## src/rtl/core/tjs_pkg.sv

```systemverilog
// ----------------------------------------------------------------------------
// tjs_pkg
// Shared types and constants of the transfer job sequencer: command codes,
// job phases, step kinds, result codes and the packed result word.
// ----------------------------------------------------------------------------
package tjs_pkg;

  // Default number of step slots in a job
  localparam int unsigned StepSlots = 4;
  // Largest byte count a read step may carry; longer loads saturate
  localparam int unsigned MaxReadLen = 256;
  // Elapsed tick counter saturates here
  localparam logic [9:0] ElapsedMax = 10'd1023;

  // Configuration register reset values
  localparam logic [9:0] ReadyTimeoutRst = 10'd100;
  localparam logic [9:0] DoneTimeoutRst  = 10'd100;
  localparam logic [9:0] IrqTimeoutRst   = 10'd1000;

  // Configuration register indexes
  typedef enum logic [1:0] {
    REG_READY_TIMEOUT = 2'd0,
    REG_DONE_TIMEOUT  = 2'd1,
    REG_IRQ_TIMEOUT   = 2'd2
  } reg_idx_e;

  // Input commands
  typedef enum logic [2:0] {
    CMD_TICK  = 3'd0,
    CMD_LOAD  = 3'd1,
    CMD_START = 3'd2,
    CMD_IRQ   = 3'd3,
    CMD_STOP  = 3'd4
  } cmd_e;

  // Job phases
  typedef enum logic [1:0] {
    PH_IDLE  = 2'd0,
    PH_START = 2'd1,
    PH_BUSY  = 2'd2
  } phase_e;

  // Step kinds; the unused code runs as a read
  typedef enum logic [1:0] {
    KIND_WRITE = 2'd0,
    KIND_READ  = 2'd1,
    KIND_WAIT  = 2'd2
  } kind_e;

  // Transfer issued to the backend
  typedef enum logic [1:0] {
    LAUNCH_NONE  = 2'd0,
    LAUNCH_WRITE = 2'd1,
    LAUNCH_READ  = 2'd2
  } launch_e;

  // Job outcome
  typedef enum logic [2:0] {
    OUT_NONE      = 3'd0,
    OUT_JOB_OK    = 3'd1,
    OUT_FAILED    = 3'd2,
    OUT_REJECTED  = 3'd3,
    OUT_ABORTED   = 3'd4,
    OUT_NO_ABORT  = 3'd5
  } outcome_e;

  // Failure reason
  typedef enum logic [2:0] {
    FAIL_NONE        = 3'd0,
    FAIL_IRQ_TIMEOUT = 3'd1,
    FAIL_NOT_READY   = 3'd2,
    FAIL_REFUSED     = 3'd3,
    FAIL_XFER_ERROR  = 3'd4,
    FAIL_NO_DONE     = 3'd5
  } fail_e;

  // Result word, last member in the lowest bits
  typedef struct packed {
    phase_e     job_phase;
    logic [1:0] fail_step;
    fail_e      fail_reason;
    outcome_e   outcome;
    logic [8:0] read_done_len;
    logic       abort_backend;
    logic [8:0] launch_len;
    logic [7:0] launch_opcode;
    launch_e    launch;
  } result_t;

  localparam int unsigned ResultW = $bits(result_t);
  localparam int unsigned OutDataW = ((ResultW + 7) / 8) * 8;

endpackage

```

## src/rtl/core/transfer_job_sequencer_core.sv

```systemverilog
// ----------------------------------------------------------------------------
// transfer_job_sequencer_core
// Sequences a job of up to STEP_SLOTS write, read or wait-for-interrupt
// steps against a transfer backend, with tick-counted timeouts on each wait.
// ----------------------------------------------------------------------------
//
// Channel   Dir  Signals                          Content
// s_axis    in   tvalid/tready/tdata[31:0]/tuser  tuser: command; tdata: step
//                                                 and backend status fields
// m_axis    out  tvalid/tready/tdata[39:0]        one result per input transfer
// cfg       in   cfg_valid/cfg_ready/index/data   timeout registers
//
// Each result shows in the cycle after its input is taken, and a new input is
// taken every cycle unless the output stalls: state update and result are one
// level of compare/add logic feeding the state and output registers.
// The output register frees itself in the cycle it is taken, so input stalls
// only while a result waits and the downstream tready is low.
// Reset clears the job state and loads the timeout defaults; step slots hold
// garbage until loaded. The config port is always ready.
// ----------------------------------------------------------------------------
module transfer_job_sequencer_core #(
  parameter int unsigned STEP_SLOTS = tjs_pkg::StepSlots
) (
  input  logic                         clk_i,
  input  logic                         rst_ni,
  // Input transfers
  input  logic                         s_axis_tvalid,
  output logic                         s_axis_tready,
  // [1:0] step_index, [3:2] step_kind, [11:4] step_opcode, [20:12] step_len,
  // [23:21] step_count, [24] backend_done, [25] backend_error, [26] launch_ok
  input  logic [31:0]                  s_axis_tdata,
  // [2:0] command
  input  logic [2:0]                   s_axis_tuser,
  // Result transfers
  output logic                         m_axis_tvalid,
  input  logic                         m_axis_tready,
  // [1:0] launch, [9:2] launch_opcode, [18:10] launch_len, [19] abort_backend,
  // [28:20] read_done_len, [31:29] outcome, [34:32] fail_reason,
  // [36:35] fail_step, [38:37] job_phase
  output logic [tjs_pkg::OutDataW-1:0] m_axis_tdata,
  // Configuration writes
  input  logic                         cfg_valid_i,
  output logic                         cfg_ready_o,
  input  logic [1:0]                   cfg_index_i,
  input  logic [9:0]                   cfg_data_i
);

  localparam int unsigned StepW = $clog2(STEP_SLOTS + 1);

  // Input field unpack
  tjs_pkg::cmd_e cmd;
  logic [1:0]    step_index;
  logic [1:0]    step_kind;
  logic [7:0]    step_opcode;
  logic [8:0]    step_len;
  logic [2:0]    step_count;
  logic          backend_done;
  logic          backend_error;
  logic          launch_ok;

  assign cmd           = tjs_pkg::cmd_e'(s_axis_tuser);
  assign step_index    = s_axis_tdata[1:0];
  assign step_kind     = s_axis_tdata[3:2];
  assign step_opcode   = s_axis_tdata[11:4];
  assign step_len      = s_axis_tdata[20:12];
  assign step_count    = s_axis_tdata[23:21];
  assign backend_done  = s_axis_tdata[24];
  assign backend_error = s_axis_tdata[25];
  assign launch_ok     = s_axis_tdata[26];

  // State
  tjs_pkg::phase_e  phase_q, phase_d;
  logic [StepW-1:0] total_q, total_d;
  logic [StepW-1:0] cur_q, cur_d;
  logic [9:0]       elapsed_q, elapsed_d;
  logic             irq_q, irq_d;
  logic [9:0]       ready_to_q, done_to_q, irq_to_q;

  logic [1:0] kinds_q   [STEP_SLOTS];
  logic [7:0] opcodes_q [STEP_SLOTS];
  logic [8:0] lengths_q [STEP_SLOTS];

  tjs_pkg::result_t res_d, res_q;
  logic             out_valid_q;

  logic             in_xfer;
  logic             load_en;
  logic [8:0]       load_len;
  logic [StepW-1:0] cur_next;
  logic [1:0]       kind_rd;
  logic [7:0]       opcode_rd;
  logic [8:0]       len_rd;
  logic             adv_en;

  assign s_axis_tready = !out_valid_q || m_axis_tready;
  assign in_xfer       = s_axis_tvalid && s_axis_tready;
  assign cfg_ready_o   = 1'b1;

  // Saturate loaded read lengths
  assign load_len = (32'(step_len) > tjs_pkg::MaxReadLen) ?
                    9'(tjs_pkg::MaxReadLen) : step_len;

  // Command decode, then one advance of the job when a tick or start asks
  always_comb begin
    phase_d   = phase_q;
    total_d   = total_q;
    cur_d     = cur_q;
    elapsed_d = elapsed_q;
    irq_d     = irq_q;
    res_d     = '0;
    load_en   = 1'b0;
    adv_en    = 1'b0;
    kind_rd   = '0;
    opcode_rd = '0;
    len_rd    = '0;
    cur_next  = '0;

    unique case (cmd)
      tjs_pkg::CMD_TICK: begin
        if (elapsed_q != tjs_pkg::ElapsedMax) begin
          elapsed_d = elapsed_q + 10'd1;
        end
        adv_en = 1'b1;
      end
      tjs_pkg::CMD_LOAD: begin
        load_en = (phase_q == tjs_pkg::PH_IDLE) && (32'(step_index) < STEP_SLOTS);
      end
      tjs_pkg::CMD_START: begin
        if (phase_q != tjs_pkg::PH_IDLE || step_count == 3'd0 ||
            32'(step_count) > STEP_SLOTS) begin
          res_d.outcome = tjs_pkg::OUT_REJECTED;
        end else begin
          total_d   = StepW'(step_count);
          cur_d     = '0;
          elapsed_d = '0;
          irq_d     = 1'b0;
          phase_d   = tjs_pkg::PH_START;
          adv_en    = 1'b1;
        end
      end
      tjs_pkg::CMD_IRQ: begin
        irq_d = 1'b1;
      end
      tjs_pkg::CMD_STOP: begin
        if (phase_q == tjs_pkg::PH_IDLE) begin
          res_d.outcome = tjs_pkg::OUT_NO_ABORT;
        end else begin
          res_d.abort_backend = (phase_q == tjs_pkg::PH_BUSY);
          res_d.outcome       = tjs_pkg::OUT_ABORTED;
          phase_d             = tjs_pkg::PH_IDLE;
        end
      end
      default: ;
    endcase

    // Select the current step slot
    for (int s = 0; s < int'(STEP_SLOTS); s++) begin
      if (32'(cur_d) == s) begin
        kind_rd   = kinds_q[s];
        opcode_rd = opcodes_q[s];
        len_rd    = lengths_q[s];
      end
    end
    cur_next = cur_d + StepW'(1);

    if (adv_en && phase_d == tjs_pkg::PH_START) begin
      if (kind_rd == tjs_pkg::KIND_WAIT) begin
        // Wait step: pass on any interrupt seen since start or launch
        if (irq_d) begin
          cur_d = cur_next;
          if (cur_next >= total_d) begin
            res_d.outcome = tjs_pkg::OUT_JOB_OK;
            phase_d       = tjs_pkg::PH_IDLE;
          end else begin
            elapsed_d = '0;
          end
        end else if (elapsed_d >= irq_to_q) begin
          res_d.outcome     = tjs_pkg::OUT_FAILED;
          res_d.fail_reason = tjs_pkg::FAIL_IRQ_TIMEOUT;
          res_d.fail_step   = 2'(cur_d);
          phase_d           = tjs_pkg::PH_IDLE;
        end
      end else if (!backend_done) begin
        // Backend still busy
        if (elapsed_d >= ready_to_q) begin
          res_d.outcome     = tjs_pkg::OUT_FAILED;
          res_d.fail_reason = tjs_pkg::FAIL_NOT_READY;
          res_d.fail_step   = 2'(cur_d);
          phase_d           = tjs_pkg::PH_IDLE;
        end
      end else begin
        // Launch the transfer
        irq_d = 1'b0;
        if (kind_rd == tjs_pkg::KIND_WRITE) begin
          res_d.launch        = tjs_pkg::LAUNCH_WRITE;
          res_d.launch_opcode = opcode_rd;
        end else begin
          res_d.launch     = tjs_pkg::LAUNCH_READ;
          res_d.launch_len = len_rd;
        end
        if (!launch_ok) begin
          res_d.outcome     = tjs_pkg::OUT_FAILED;
          res_d.fail_reason = tjs_pkg::FAIL_REFUSED;
          res_d.fail_step   = 2'(cur_d);
          phase_d           = tjs_pkg::PH_IDLE;
        end else begin
          phase_d   = tjs_pkg::PH_BUSY;
          elapsed_d = '0;
        end
      end
    end else if (adv_en && phase_d == tjs_pkg::PH_BUSY) begin
      if (backend_done) begin
        if (backend_error) begin
          res_d.outcome     = tjs_pkg::OUT_FAILED;
          res_d.fail_reason = tjs_pkg::FAIL_XFER_ERROR;
          res_d.fail_step   = 2'(cur_d);
          phase_d           = tjs_pkg::PH_IDLE;
        end else begin
          // Step complete: report read length, move on
          if (kind_rd != tjs_pkg::KIND_WRITE) begin
            res_d.read_done_len = len_rd;
          end
          cur_d = cur_next;
          if (cur_next >= total_d) begin
            res_d.outcome = tjs_pkg::OUT_JOB_OK;
            phase_d       = tjs_pkg::PH_IDLE;
          end else begin
            phase_d   = tjs_pkg::PH_START;
            elapsed_d = '0;
          end
        end
      end else if (elapsed_d >= done_to_q) begin
        res_d.abort_backend = 1'b1;
        res_d.outcome       = tjs_pkg::OUT_FAILED;
        res_d.fail_reason   = tjs_pkg::FAIL_NO_DONE;
        res_d.fail_step     = 2'(cur_d);
        phase_d             = tjs_pkg::PH_IDLE;
      end
    end

    res_d.job_phase = phase_d;
  end

  // Job state registers
  always_ff @(posedge clk_i or negedge rst_ni) begin
    if (!rst_ni) begin
      phase_q   <= tjs_pkg::PH_IDLE;
      total_q   <= '0;
      cur_q     <= '0;
      elapsed_q <= '0;
      irq_q     <= 1'b0;
    end else if (in_xfer) begin
      phase_q   <= phase_d;
      total_q   <= total_d;
      cur_q     <= cur_d;
      elapsed_q <= elapsed_d;
      irq_q     <= irq_d;
    end
  end

  // Step slots, written by load commands while idle
  always_ff @(posedge clk_i) begin
    for (int s = 0; s < int'(STEP_SLOTS); s++) begin
      if (in_xfer && load_en && 32'(step_index) == s) begin
        kinds_q[s]   <= step_kind;
        opcodes_q[s] <= step_opcode;
        lengths_q[s] <= load_len;
      end
    end
  end

  // Timeout registers
  always_ff @(posedge clk_i or negedge rst_ni) begin
    if (!rst_ni) begin
      ready_to_q <= tjs_pkg::ReadyTimeoutRst;
      done_to_q  <= tjs_pkg::DoneTimeoutRst;
      irq_to_q   <= tjs_pkg::IrqTimeoutRst;
    end else if (cfg_valid_i && cfg_ready_o) begin
      case (tjs_pkg::reg_idx_e'(cfg_index_i))
        tjs_pkg::REG_READY_TIMEOUT: ready_to_q <= cfg_data_i;
        tjs_pkg::REG_DONE_TIMEOUT:  done_to_q  <= cfg_data_i;
        tjs_pkg::REG_IRQ_TIMEOUT:   irq_to_q   <= cfg_data_i;
        default: ;
      endcase
    end
  end

  // Output register: load on input transfer, drop once taken
  always_ff @(posedge clk_i or negedge rst_ni) begin
    if (!rst_ni) begin
      out_valid_q <= 1'b0;
    end else if (in_xfer) begin
      out_valid_q <= 1'b1;
    end else if (m_axis_tready) begin
      out_valid_q <= 1'b0;
    end
  end

  always_ff @(posedge clk_i) begin
    if (in_xfer) begin
      res_q <= res_d;
    end
  end

  assign m_axis_tvalid = out_valid_q;
  assign m_axis_tdata  = tjs_pkg::OutDataW'(res_q);

endmodule
```

## config.mk

```make
export PLATFORM = sky130hd
export DESIGN_NAME = transfer_job_sequencer_core
export DESIGN_NICKNAME = d
export VERILOG_FILES = /design/src/rtl/core/tjs_pkg.sv /design/src/rtl/core/transfer_job_sequencer_core.sv
export SDC_FILE = /design/constraint.sdc
export NUM_CORES = 1
export LEC_CHECK = 0
export ABC_AREA = 1
export BUFFER_PORTS_ARGS = -buffer_cell sky130_fd_sc_hd__buf_2
export CAP_MARGIN = 20
export CORE_MARGIN = 3
export CORE_UTILIZATION = 45
export CTS_CLUSTER_DIAMETER = 40
export CTS_CLUSTER_SIZE = 16
export DETAILED_ROUTE_END_ITERATION = 8
export GPL_ROUTABILITY_DRIVEN = 0
export PLACE_DENSITY = 0.64
export REMOVE_ABC_BUFFERS = 1
export SLEW_MARGIN = 15
export SYNTH_ARGS = -nofsm -noshare
export SYNTH_HDL_FRONTEND = slang
export SYNTH_SLANG_ARGS = --single-unit
```

## constraint.sdc

```tcl
create_clock -name clk_i -period 4.02 [get_ports clk_i]
set_input_delay 0.201 -clock clk_i [delete_from_list [all_inputs] [get_ports clk_i]]
set_output_delay 0.201 -clock clk_i [all_outputs]
set_load 0.02 [all_outputs]
```

# Yosys cells after proc, flatten, opt, wreduce, memory -nomap -nowiden
# Memories as Yosys holds them, arrays and structs flattened.
# Index checks and enable logic that the tools add are counted.
# totals
register_bits,89
ram_bits,76
inputBits,52
output_inout_bits,43
wordCells,211
mem_count,3
# op_classes
add_sub_neg,2
n_lt_le_gt_ge,6
eq_ne,17
n_mux,122
n_bitwise,5
reduce_logical,38
# mem_list
memory,depth,word_bits,read_ports,rd_clocked_by_memory_dff,write_ports,line_no,source
lengths_q,4,9,4,0,1,transfer_job_sequencer_core.sv:81,logic [8:0] lengths_q [STEP_SLOTS];
opcodes_q,4,8,4,0,1,transfer_job_sequencer_core.sv:80,logic [7:0] opcodes_q [STEP_SLOTS];
kinds_q,4,2,4,0,1,transfer_job_sequencer_core.sv:79,logic [1:0] kinds_q [STEP_SLOTS];
# op_table
op,n
$mux W8,15
$mux W10,11
$mux W9,11
$mux W2,31
$mux W3,13
$mux W1,33
$ge A10 B10 Y1,3
$reduce_or A9 Y1,3
$reduce_or A8 Y1,3
$pmux W10 S2,1
$mux W18,1
$eq A2 B2 Y1 const B,6
$eq A3 B2 Y1 const B,4
$add A10 B1 Y10 const B,1
$mux W5,2
$ne A10 B10 Y1 const B,1
$gt A9 B9 Y1 const B,1
$logic_not A3 Y1,3
$logic_and A1 B1 Y1,8
$logic_not A2 Y1,4
$reduce_or A4 Y1,2
$eq A2 B1 Y1 const B,3
$eq A3 B1 Y1 const B,2
$pmux W3 S2,1
other kinds (14),27

# Longest topological paths before layout
# Gate-level depths: netlist of the first run.
# logic_depth
depth_word,16
depth_mapped,23

# Worst setup path after synthesis of the first run
# OpenSTA, ideal clock, no wires.
# synth_path
path_type,register -> register
startpoint,register phase_q[0]
endpoint,register phase_q[0]
t_arrival_ps,2959
t_required_ps,3950
path_slack_ps,991
path_stages_with_launch,22
path_buffers,0
synth_period_minus_slack_ps,3029
path_cell_list,dfrtp_1 inv_2 nand2_2 a21oi_2 nand3_4 nand2_1 inv_1 ha_1 ha_1 inv_1 ha_1 a21oi_1 o21ai_0 a31oi_1 inv_1 o31ai_1 nand2_1 nand2_1 nand2_1 nand2_1 nand2_1 nand2_1
# synth_between
elab_chain_len,13
word_cells_on_any_way,47
# synth_rtl
element,line_no,source
"start, declared",transfer_job_sequencer_core.sv:72,"tjs_pkg::phase_e phase_q, phase_d;"
"start signal, assigned",transfer_job_sequencer_core.sv:247,phase_q <= tjs_pkg::PH_IDLE;
"start signal, assigned",transfer_job_sequencer_core.sv:253,phase_q <= phase_d;
branches (longest 12 deep; another with $add A3 B1 Y3),n/a,
$mux W2 (*),transfer_job_sequencer_core.sv:166,if (adv_en && phase_d == tjs_pkg::PH_START) begin
via phase_d[0],transfer_job_sequencer_core.sv:72,
# Mark *: on every way through the listed nets, which the timed path passes.
# A chain may end at the register's enable or synchronous reset.

# Worst setup path in the final report of the first run
# layout_path
startpoint,register phase_q[0]
endpoint,register elapsed_q[2]
# layout_between
elab_chain_len,13
word_cells_on_any_way,41
# layout_rtl
element,line_no,source
branches (longest 12 deep; another with $add A3 B1 Y3),n/a,
$mux W10 (*),transfer_job_sequencer_core.sv:166,
"end signal, assigned",transfer_job_sequencer_core.sv:256,elapsed_q <= elapsed_d;
"end, declared",transfer_job_sequencer_core.sv:75,"logic [9:0] elapsed_q, elapsed_d;"
# Mark *: on every way between the ends.

==> flow_summary.ini, run 1 <==
[synthesis]
post-synth-top-area-fraction = 0.4223
syn-mean-instance-area_um2 = 9.736
synthArstFlopShare = 0.3030
postSynthCellCount = 840
synthesis.yosys.warnings = 0
synth.distinct_cells = 40
synth_ff_type = sky130_fd_sc_hd__edfxtp_1
ys_seq_area_frac = 0.5771
postSynthRegisterBits = 165
synth_enable_flop_cells = 115
yosys.area.top_type = sky130_fd_sc_hd__edfxtp_1
netlist_area_mm2 = 0.008178
ys_top_cells_by_area = sky130_fd_sc_hd__edfxtp_1, sky130_fd_sc_hd__dfrtp_1, sky130_fd_sc_hd__nand2_1

[place]
portBuffers = 87
placed_area_mm2 = 0.008951
hpwl_um = 12060

[die]
count_of_pins_on_the_block_boundary = 95
die_width_um = 140.8
core-area_mm2 = 0.01754
placement_rows = 48
initial_utilization = 0.4663
die_area_mm2 = 0.01983
die_height_um = 140.8

[routing]
via_per_inst = 5.070
total_routed_wirelength_um = 17410
number_of_optimization_iterations_in_the_first_detailed_route_pass = 5
routedWlPerCell_um = 14.60
detail_route.drc_violations = 0
dr_total_vias = 6043
drtAntennaViolNets = 0
detailedRoute.firstIterationViolations = 408

[sta]
rsz0062_at_grt = false
max_clock_freq_ghz = 0.2852
period_utilization_post_route = 0.8722
final_setup_skew_ns = 0.01015
slew_at_the_pin_with_the_worst_max_slew_slack_ns = 0.7869
setup_total_negative_slack_ns = 0
setup_viol_count_final = 0
max_slew_margin_vs_limit = 0.4706
final_period_minus_worst_setup_slack_ns = 3.506
final-max-slew-violation-count = 0
final_hold_viol_count = 0

[worst_setup_path]
critical_path.startpoint_type = flip-flop
worst_setup_path_end_kind = flip-flop
worstSetupPathType = reg -> reg
critical_path.max_fanout = 10
worstPathRequired_ns = 4.34
crit_arrival_ns = 3.82

[pwr]
cellInternalPower_mw = 3.317
netSwitchingPower_mw = 1.777
power.share.switching = 0.3487
power_leakage_nw = 4.200
clock_network_fraction_of_design_power = 0.311
power_frac_comb = 0.287
power.sequential.fraction = 0.402
ir_drop_mv = 0.3121
power_density_mw_per_mm2 = 528.3

[final_layout]
syn_to_final_growth_pct = 17.92
layout-drive-gt1-share = 0.1894
final_net_count = 1045
non_filler_cell_area_final_mm2 = 0.009643

[cts]
tritoncts = done
clock_insertion_delay_worst_skew_ns = 0.43
tritoncts.num_buffers = 17
cts.htree.levels = 4
clk_pin_slew_worst_paths_ns = 0.07
cts_root_buf = sky130_fd_sc_hd__clkbuf_16
ctsLongestPathBuffers = 2
cts.sinks = 165

[global_route]
grt_usage = 0.1832
antenna_found_initial = 1
first_global_vias = 5793
grt_overflow = 0
wire_length_of_the_first_global_routing_pass_um = 28940
grt_start_max_net_pins = 51

[run]
drv_cap = 0

[status]
outcome = finished, final reports clean

[min_path]
hold_path_class = in -> reg
routing by layer:
| layer | global-route usage | part of all wire |
|---|---|---|
| met4 | 0.07241 | 0.019 |
| met5 | 0 | 0 |
| met1 | 0.2502 | 0.47 |
| met2 | 0.2933 | 0.48 |
| met3 | 0.03121 | 0.038 |
worst paths after layout:
path                             startpoint         endpoint  slack [ns]  cells after the start
max                              phase_q[0]     elapsed_q[2]        0.51                     20
min reg2reg                    done_to_q[4]     done_to_q[4]        0.49                      2
max reg2reg                      phase_q[0]     elapsed_q[2]        0.51                     20
max in group asynchronous            rst_ni         cur_q[0]        3.16                      3
min in group asynchronous            rst_ni    ready_to_q[4]        0.43                      3
min                        s_axis_tdata[20]  lengths_q[3][8]        0.01                      1
sequential cells by signal, indices dropped and copies added (netlist names):
signal	cells
total_q	3
irq_to_q	10
elapsed_q	10
done_to_q	10
irq_q	1
ready_to_q	10
lengths_q	36
phase_q	2
m_axis_tvalid	1
m_axis_tdata	39
kinds_q	8
opcodes_q	32
cur_q	3
area by class of cell:
| type | count | area [µm²] |
|---|---|---|
| well taps | 225 | 281.5 |
| multi-input cells | 542 | 2943 |
| clock buffers | 18 | 429.2 |
| diodes | 1 | 2.502 |
| repair buffers | 119 | 700.7 |
| clock inverters | 14 | 160.2 |
| inverters | 108 | 406.6 |
| flip-flops and latches | 165 | 4720 |
| fillers | 1570 | 7894 |
through the flow:
step | hold WS (ns) | power, mW | setup slack, ns | std cells | utilization
floorplan | -0.09459 | 3.098 | 0.7025 | 815 | -
global placement | 0.3578 | 3.499 | 0.5461 | 1149 | 0.5104
detailed placement | 0.3614 | 3.532 | 0.5101 | 1149 | 0.5104
global route | 0.009306 | 5.436 | 0.04163 | 1192 | 0.5499
finish | 0.01115 | 5.094 | 0.5139 | 1192 | 0.5499
CTS | 0.004729 | 5.134 | 0.4909 | 1191 | 0.5497
critical path, cell delays in order, from the launching register on:
cell,delay [ns]
sky130_fd_sc_hd__dfrtp_1,0.43
sky130_fd_sc_hd__inv_2,0.08
sky130_fd_sc_hd__nand2_2,0.06
sky130_fd_sc_hd__a21oi_2,0.17
sky130_fd_sc_hd__nand3_4,0.15
sky130_fd_sc_hd__nand2_1,0.24
sky130_fd_sc_hd__inv_1,0.16
sky130_fd_sc_hd__ha_1,0.21
sky130_fd_sc_hd__ha_1,0.30
sky130_fd_sc_hd__inv_1,0.07
sky130_fd_sc_hd__ha_1,0.31
sky130_fd_sc_hd__a21oi_1,0.14
sky130_fd_sc_hd__o21ai_0,0.09
sky130_fd_sc_hd__a31oi_1,0.30
sky130_fd_sc_hd__inv_1,0.11
sky130_fd_sc_hd__o21ai_0,0.18
sky130_fd_sc_hd__inv_1,0.05
sky130_fd_sc_hd__nand2_1,0.10
sky130_fd_sc_hd__inv_2,0.11
sky130_fd_sc_hd__nand3_1,0.09
sky130_fd_sc_hd__nand2_1,0.06
logic make-up (layout without fill, tap and decap cells):
group,after synthesis,count (layout),share of synthesized area
and+or+nand+nor,349,349,0.1856
DFF,165,165,0.5771
AOI/OAI and AO/OA,149,149,0.1099
buffers and inverters,133,259,0.06303
adders and majority gates,40,40,0.06120
other,2,3,0.0009183
xor gates and xnor gates,1,1,0.001071
muxes,1,1,0.001224
layout by cell type, fill, tap and decap left out, types with 4 or more instances in the layout:
cell type | Yosys | layout
sky130_fd_sc_hd__o211ai_1 | 27 | 27
sky130_fd_sc_hd__o21ai_0 | 68 | 67
sky130_fd_sc_hd__inv_1 | 96 | 95
sky130_fd_sc_hd__ha_1 | 40 | 40
sky130_fd_sc_hd__inv_6 | 0 | 5
sky130_fd_sc_hd__clkbuf_16 | 0 | 17
sky130_fd_sc_hd__dfrtp_1 | 38 | 38
sky130_fd_sc_hd__buf_4 | 3 | 22
sky130_fd_sc_hd__inv_2 | 7 | 8
sky130_fd_sc_hd__clkinv_1 | 4 | 4
sky130_fd_sc_hd__dlygate4sd3_1 | 0 | 10
sky130_fd_sc_hd__edfxtp_1 | 115 | 115
sky130_fd_sc_hd__buf_2 | 3 | 87
sky130_fd_sc_hd__a21oi_1 | 18 | 18
sky130_fd_sc_hd__dfstp_2 | 12 | 12
sky130_fd_sc_hd__nand2_1 | 181 | 181
sky130_fd_sc_hd__clkinv_8 | 0 | 4
sky130_fd_sc_hd__nor2_2 | 4 | 4
sky130_fd_sc_hd__nand3_1 | 78 | 78
sky130_fd_sc_hd__o21ai_1 | 4 | 5
sky130_fd_sc_hd__o21a_1 | 4 | 4
sky130_fd_sc_hd__nor2_1 | 61 | 61
sky130_fd_sc_hd__a21oi_2 | 10 | 10
sky130_fd_sc_hd__nand4_1 | 5 | 5
sky130_fd_sc_hd__a21boi_0 | 9 | 9
sky130_fd_sc_hd__a31oi_1 | 5 | 5
sky130_fd_sc_hd__nor3_1 | 6 | 6
Yosys cell counts (5+ instances only):
library cell	count
sky130_fd_sc_hd__nor3_1	6
sky130_fd_sc_hd__nand4_1	5
sky130_fd_sc_hd__a31oi_1	5
sky130_fd_sc_hd__clkbuf_1	18
sky130_fd_sc_hd__o211ai_1	27
sky130_fd_sc_hd__inv_2	7
sky130_fd_sc_hd__ha_1	40
sky130_fd_sc_hd__dfrtp_1	38
sky130_fd_sc_hd__dfstp_2	12
sky130_fd_sc_hd__nand2_1	181
sky130_fd_sc_hd__edfxtp_1	115
sky130_fd_sc_hd__a21oi_2	10
sky130_fd_sc_hd__a21boi_0	9
sky130_fd_sc_hd__o21ai_0	68
sky130_fd_sc_hd__nor2_1	61
sky130_fd_sc_hd__inv_1	96
sky130_fd_sc_hd__nand3_1	78
sky130_fd_sc_hd__a21oi_1	18
timing repair:
action / in CTS / in global routing
hold endpoints to repair: 74 / 0
hold buffers: 10 / 0
buffers inserted: 0 / 0
resized for setup: 0 / 1
setup endpoints to repair: 0 / 5
power by group through the flow:
stage	sequential [mW]	clock, mW	combinational [mW]
after floorplan	2.10	0	0.997
after global placement	2.08	0	1.42
after detailed placement	2.08	0	1.45
after CTS	2.05	1.62	1.47
after global routing	2.06	1.69	1.68
final	2.05	1.59	1.46
No activity file was read; power rests on OpenSTA's default activity.
==> run 2, diff against run 1 <==
- ABC_AREA: 1 -> unset
- CELL_PAD_IN_SITES_DETAIL_PLACEMENT: unset -> 2
- CELL_PAD_IN_SITES_GLOBAL_PLACEMENT: unset -> 2
- CORE_UTILIZATION: 45 -> 39
- PLACE_DENSITY: 0.64 -> 0.79
==> run 2 against run 1 <==
Via count decreased by 2.4%; routed wire length increased by 44%; clock-buffer cell count shrank 1; largest cell class unchanged; total power fell by 11%; the flow now finishes with violations (negative setup slack); cell count fell by 12%.
==> flow_summary.ini, run 2 <==
[worst_setup_path]
worstPathRequired_ns = 4.18
cp_slowest_cell = sky130_fd_sc_hd__o311ai_0
crit_arrival_ns = 4.18
rr_endpoint = m_axis_tdata[32]
reg2regPathDepth = 11
regToRegSetupSlack_ns = -0.001
worstSetupPathType = reg -> reg
timing.rr.start = phase_q[1]
timing.critical_path.cells = nor4_4, nand4_1, nand2_1, inv_1, ha_1, ha_1, buf_4, o41ai_2, buf_4, nor2_4, o311ai_0
critical_path.startpoint_type = flip-flop
biggest_cell_delay_along_the_critical_path_ns = 0.56
worst_setup_path_end_kind = flip-flop
critical_path.max_fanout = 12

[final_layout]
insertedDiodeCount = 0
num-fill-cells = 1977
non_filler_cell_area_final_mm2 = 0.009497
layout_commonest_cell = sky130_fd_sc_hd__edfxtp_1
final_net_count = 860
flip_flop_count_of_the_largest_register_after_layout = 39
layout-drive-gt1-share = 0.2599
layoutNonFillerInstCount = 1046
most-common-layout-cells = sky130_fd_sc_hd__edfxtp_1, sky130_fd_sc_hd__buf_2, sky130_fd_sc_hd__inv_1, sky130_fd_sc_hd__nand2_1, sky130_fd_sc_hd__a21oi_1
syn_to_final_growth_pct = 21.46

[sta]
max_clock_freq_ghz = 0.2487
final_setup_skew_ns = 0.01234
period_utilization_post_route = 1.000
final-max-slew-violation-count = 0
fin_hold_ws_ns = 0.01341
fin_ws_ns = -0.001073
max_slew_margin_vs_limit = 0.3621
final_hold_viol_count = 0
final_period_minus_worst_setup_slack_ns = 4.021
setup_viol_count_final = 1
slew_at_the_pin_with_the_worst_max_slew_slack_ns = 0.9527

[die]
count_of_pins_on_the_block_boundary = 95
die_area_mm2 = 0.02178
die_width_um = 147.6
placement_rows = 51
initial_utilization = 0.3991
core-area_mm2 = 0.01959
die_height_um = 147.6

[min_path]
hold_path_end = ready_to_q[4]
min-delay-start = cfg_data_i[4]
whs_path_depth = 3
hold_path_class = in -> reg

[status]
violations = negative setup slack
outcome = finished, violations left

[routing]
detail_route.drc_violations = 0
number_of_optimization_iterations_in_the_first_detailed_route_pass = 5
drtAntennaViolNets = 0
routedWlPerCell_um = 24.04
total_routed_wirelength_um = 25150
via_per_inst = 5.640
dr_total_vias = 5899
detailedRoute.firstIterationViolations = 401

[synthesis]
synth_ff_type = sky130_fd_sc_hd__edfxtp_1
synth_enable_flop_cells = 115
postSynthRegisterBits = 165
netlist_area_mm2 = 0.007819
post-synth-top-area-fraction = 0.4417
yosysMostFrequentCell = sky130_fd_sc_hd__edfxtp_1
synthesis.yosys.warnings = 0
yosys.area.top_type = sky130_fd_sc_hd__edfxtp_1
ys_top_cells_by_area = sky130_fd_sc_hd__edfxtp_1, sky130_fd_sc_hd__dfrtp_1, sky130_fd_sc_hd__ha_1
post_synth_most_frequent_cells = sky130_fd_sc_hd__edfxtp_1, sky130_fd_sc_hd__inv_1, sky130_fd_sc_hd__nand2_1
postSynthCellCount = 646
syn-mean-instance-area_um2 = 12.10
synth.distinct_cells = 56
ys_seq_area_frac = 0.6036
synthArstFlopShare = 0.3030

[place]
dpl_worst_slack_ns = -0.1351
portBuffers = 87
place.detailed.instances = 993
placed_area_mm2 = 0.008658
hpwl_um = 16350

[global_route]
grt_overflow = 0
first_global_vias = 6639
wire_length_of_the_first_global_routing_pass_um = 39020
grt_met1_use = 0.2925
gr-max-usage-layer = met2
antenna_found_initial = 0
grt_usage = 0.2352
grt_start_max_net_pins = 51
grt.met2_usage = 0.4129
global_route.usage.met3 = 0.04353

[cts]
clock_insertion_delay_worst_skew_ns = 0.44
ctsLongestPathBuffers = 2
tritoncts = done
cts_root_buf = sky130_fd_sc_hd__clkbuf_16
cts.sinks = 165
clk_pin_slew_worst_paths_ns = 0.07
tritoncts.num_buffers = 17
cts.htree.levels = 4

[pwr]
power_density_mw_per_mm2 = 477.2
ir_drop_mv = 0.2783
power_leakage_nw = 3.822

[run]
drv_cap = 0
[run 2: cell count changes in the layout (fill, tap and decap cells not counted), moves of 12 or more]
cell	previous run	this run
sky130_fd_sc_hd__mux2_2	0	24
sky130_fd_sc_hd__nand3_1	78	12
sky130_fd_sc_hd__nand2_1	181	51
sky130_fd_sc_hd__o211ai_1	27	3
sky130_fd_sc_hd__nor2_1	61	42
sky130_fd_sc_hd__a22o_1	0	12
sky130_fd_sc_hd__inv_1	95	52
sky130_fd_sc_hd__o21ai_0	67	24
sky130_fd_sc_hd__nor2b_1	0	13
sky130_fd_sc_hd__a21oi_1	18	43
[run 2: report_power, final]
| part | switching [mW] | internal [mW] |
|---|---|---|
| Combinational | 0.517 | 0.301 |
| Sequential | 0.0777 | 1.94 |
| Clock | 0.797 | 0.895 |
[run 2: worst max-delay path, delay by kind of cell, from the launching register on]
kind	cells	cell delay (ns)
AND/OR/NAND/NOR	4	0.94
buffers and inverters	3	0.67
flip-flops	1	0.45
AO/OA/AOI/OAI	2	1.11
adder cells (fa/ha/maj)	2	0.56
[run 2: worst max-delay path by stage]
stage | startpoint | endpoint | slack [ns]
2_1_floorplan | phase_q[0] | elapsed_q[0] | 0.03
3_3_place_gp | phase_q[0] | elapsed_q[6] | 0.17
3_5_place_dp | phase_q[0] | elapsed_q[9] | -0.14
4_1_cts | phase_q[0] | elapsed_q[9] | 0.02
5_1_grt | phase_q[1] | m_axis_tdata[32] | -0.14
6_report | phase_q[1] | m_axis_tdata[32] | -0.001
[run 2: cell type report]
type / instances / area [µm²] / share of cell area
Tap cell: 265 / 331.6 / 0.03491
Sequential cell: 165 / 4720 / 0.4970
Timing Repair Buffer: 133 / 818.3 / 0.08617
Inverter: 53 / 198.9 / 0.02095
Clock buffer: 17 / 425.4 / 0.04480
Clock inverter: 15 / 180.2 / 0.01897
Multi-Input combinational cell: 398 / 2823 / 0.2972
[run 2: cell families (layout without fill, tap and decap cells)]
| logic type | Yosys count | count (layout) | share of synthesized area |
|---|---|---|---|
| fa+ha+maj | 40 | 40 | 0.06401 |
| other cells | 2 | 2 | 0.0009605 |
| mux | 27 | 27 | 0.03841 |
| simple gates | 172 | 172 | 0.1096 |
| buf+inv | 83 | 218 | 0.04145 |
| compound gates | 157 | 157 | 0.1419 |
| flops | 165 | 165 | 0.6036 |
[run 2: through the flow]
stage / utilization / TNS [ns] / power (mW)
floorplan: - / 0 / 2.495
global placement: 0.4420 / 0 / 2.725
detailed placement: 0.4420 / -1.233 / 2.798
CTS: 0.4825 / 0 / 4.535
global route: 0.4848 / -1.201 / 4.718
finish: 0.4848 / -0.001073 / 4.532
[run 2: what timing repair did]
item	CTS	global route
buffers inserted	4	2
gates resized for setup	2	8
endpoints found under the setup margin	30	36
pin swaps	2	1
hold endpoints to repair	82	0
hold buffers	15	0
[run 2: routing by layer]
metal	part of all wire	vias to the layer above
met5	0	-
met4	0.027	0
met3	0.032	53
met2	0.52	158
met1	0.42	3037
li1	-	2651
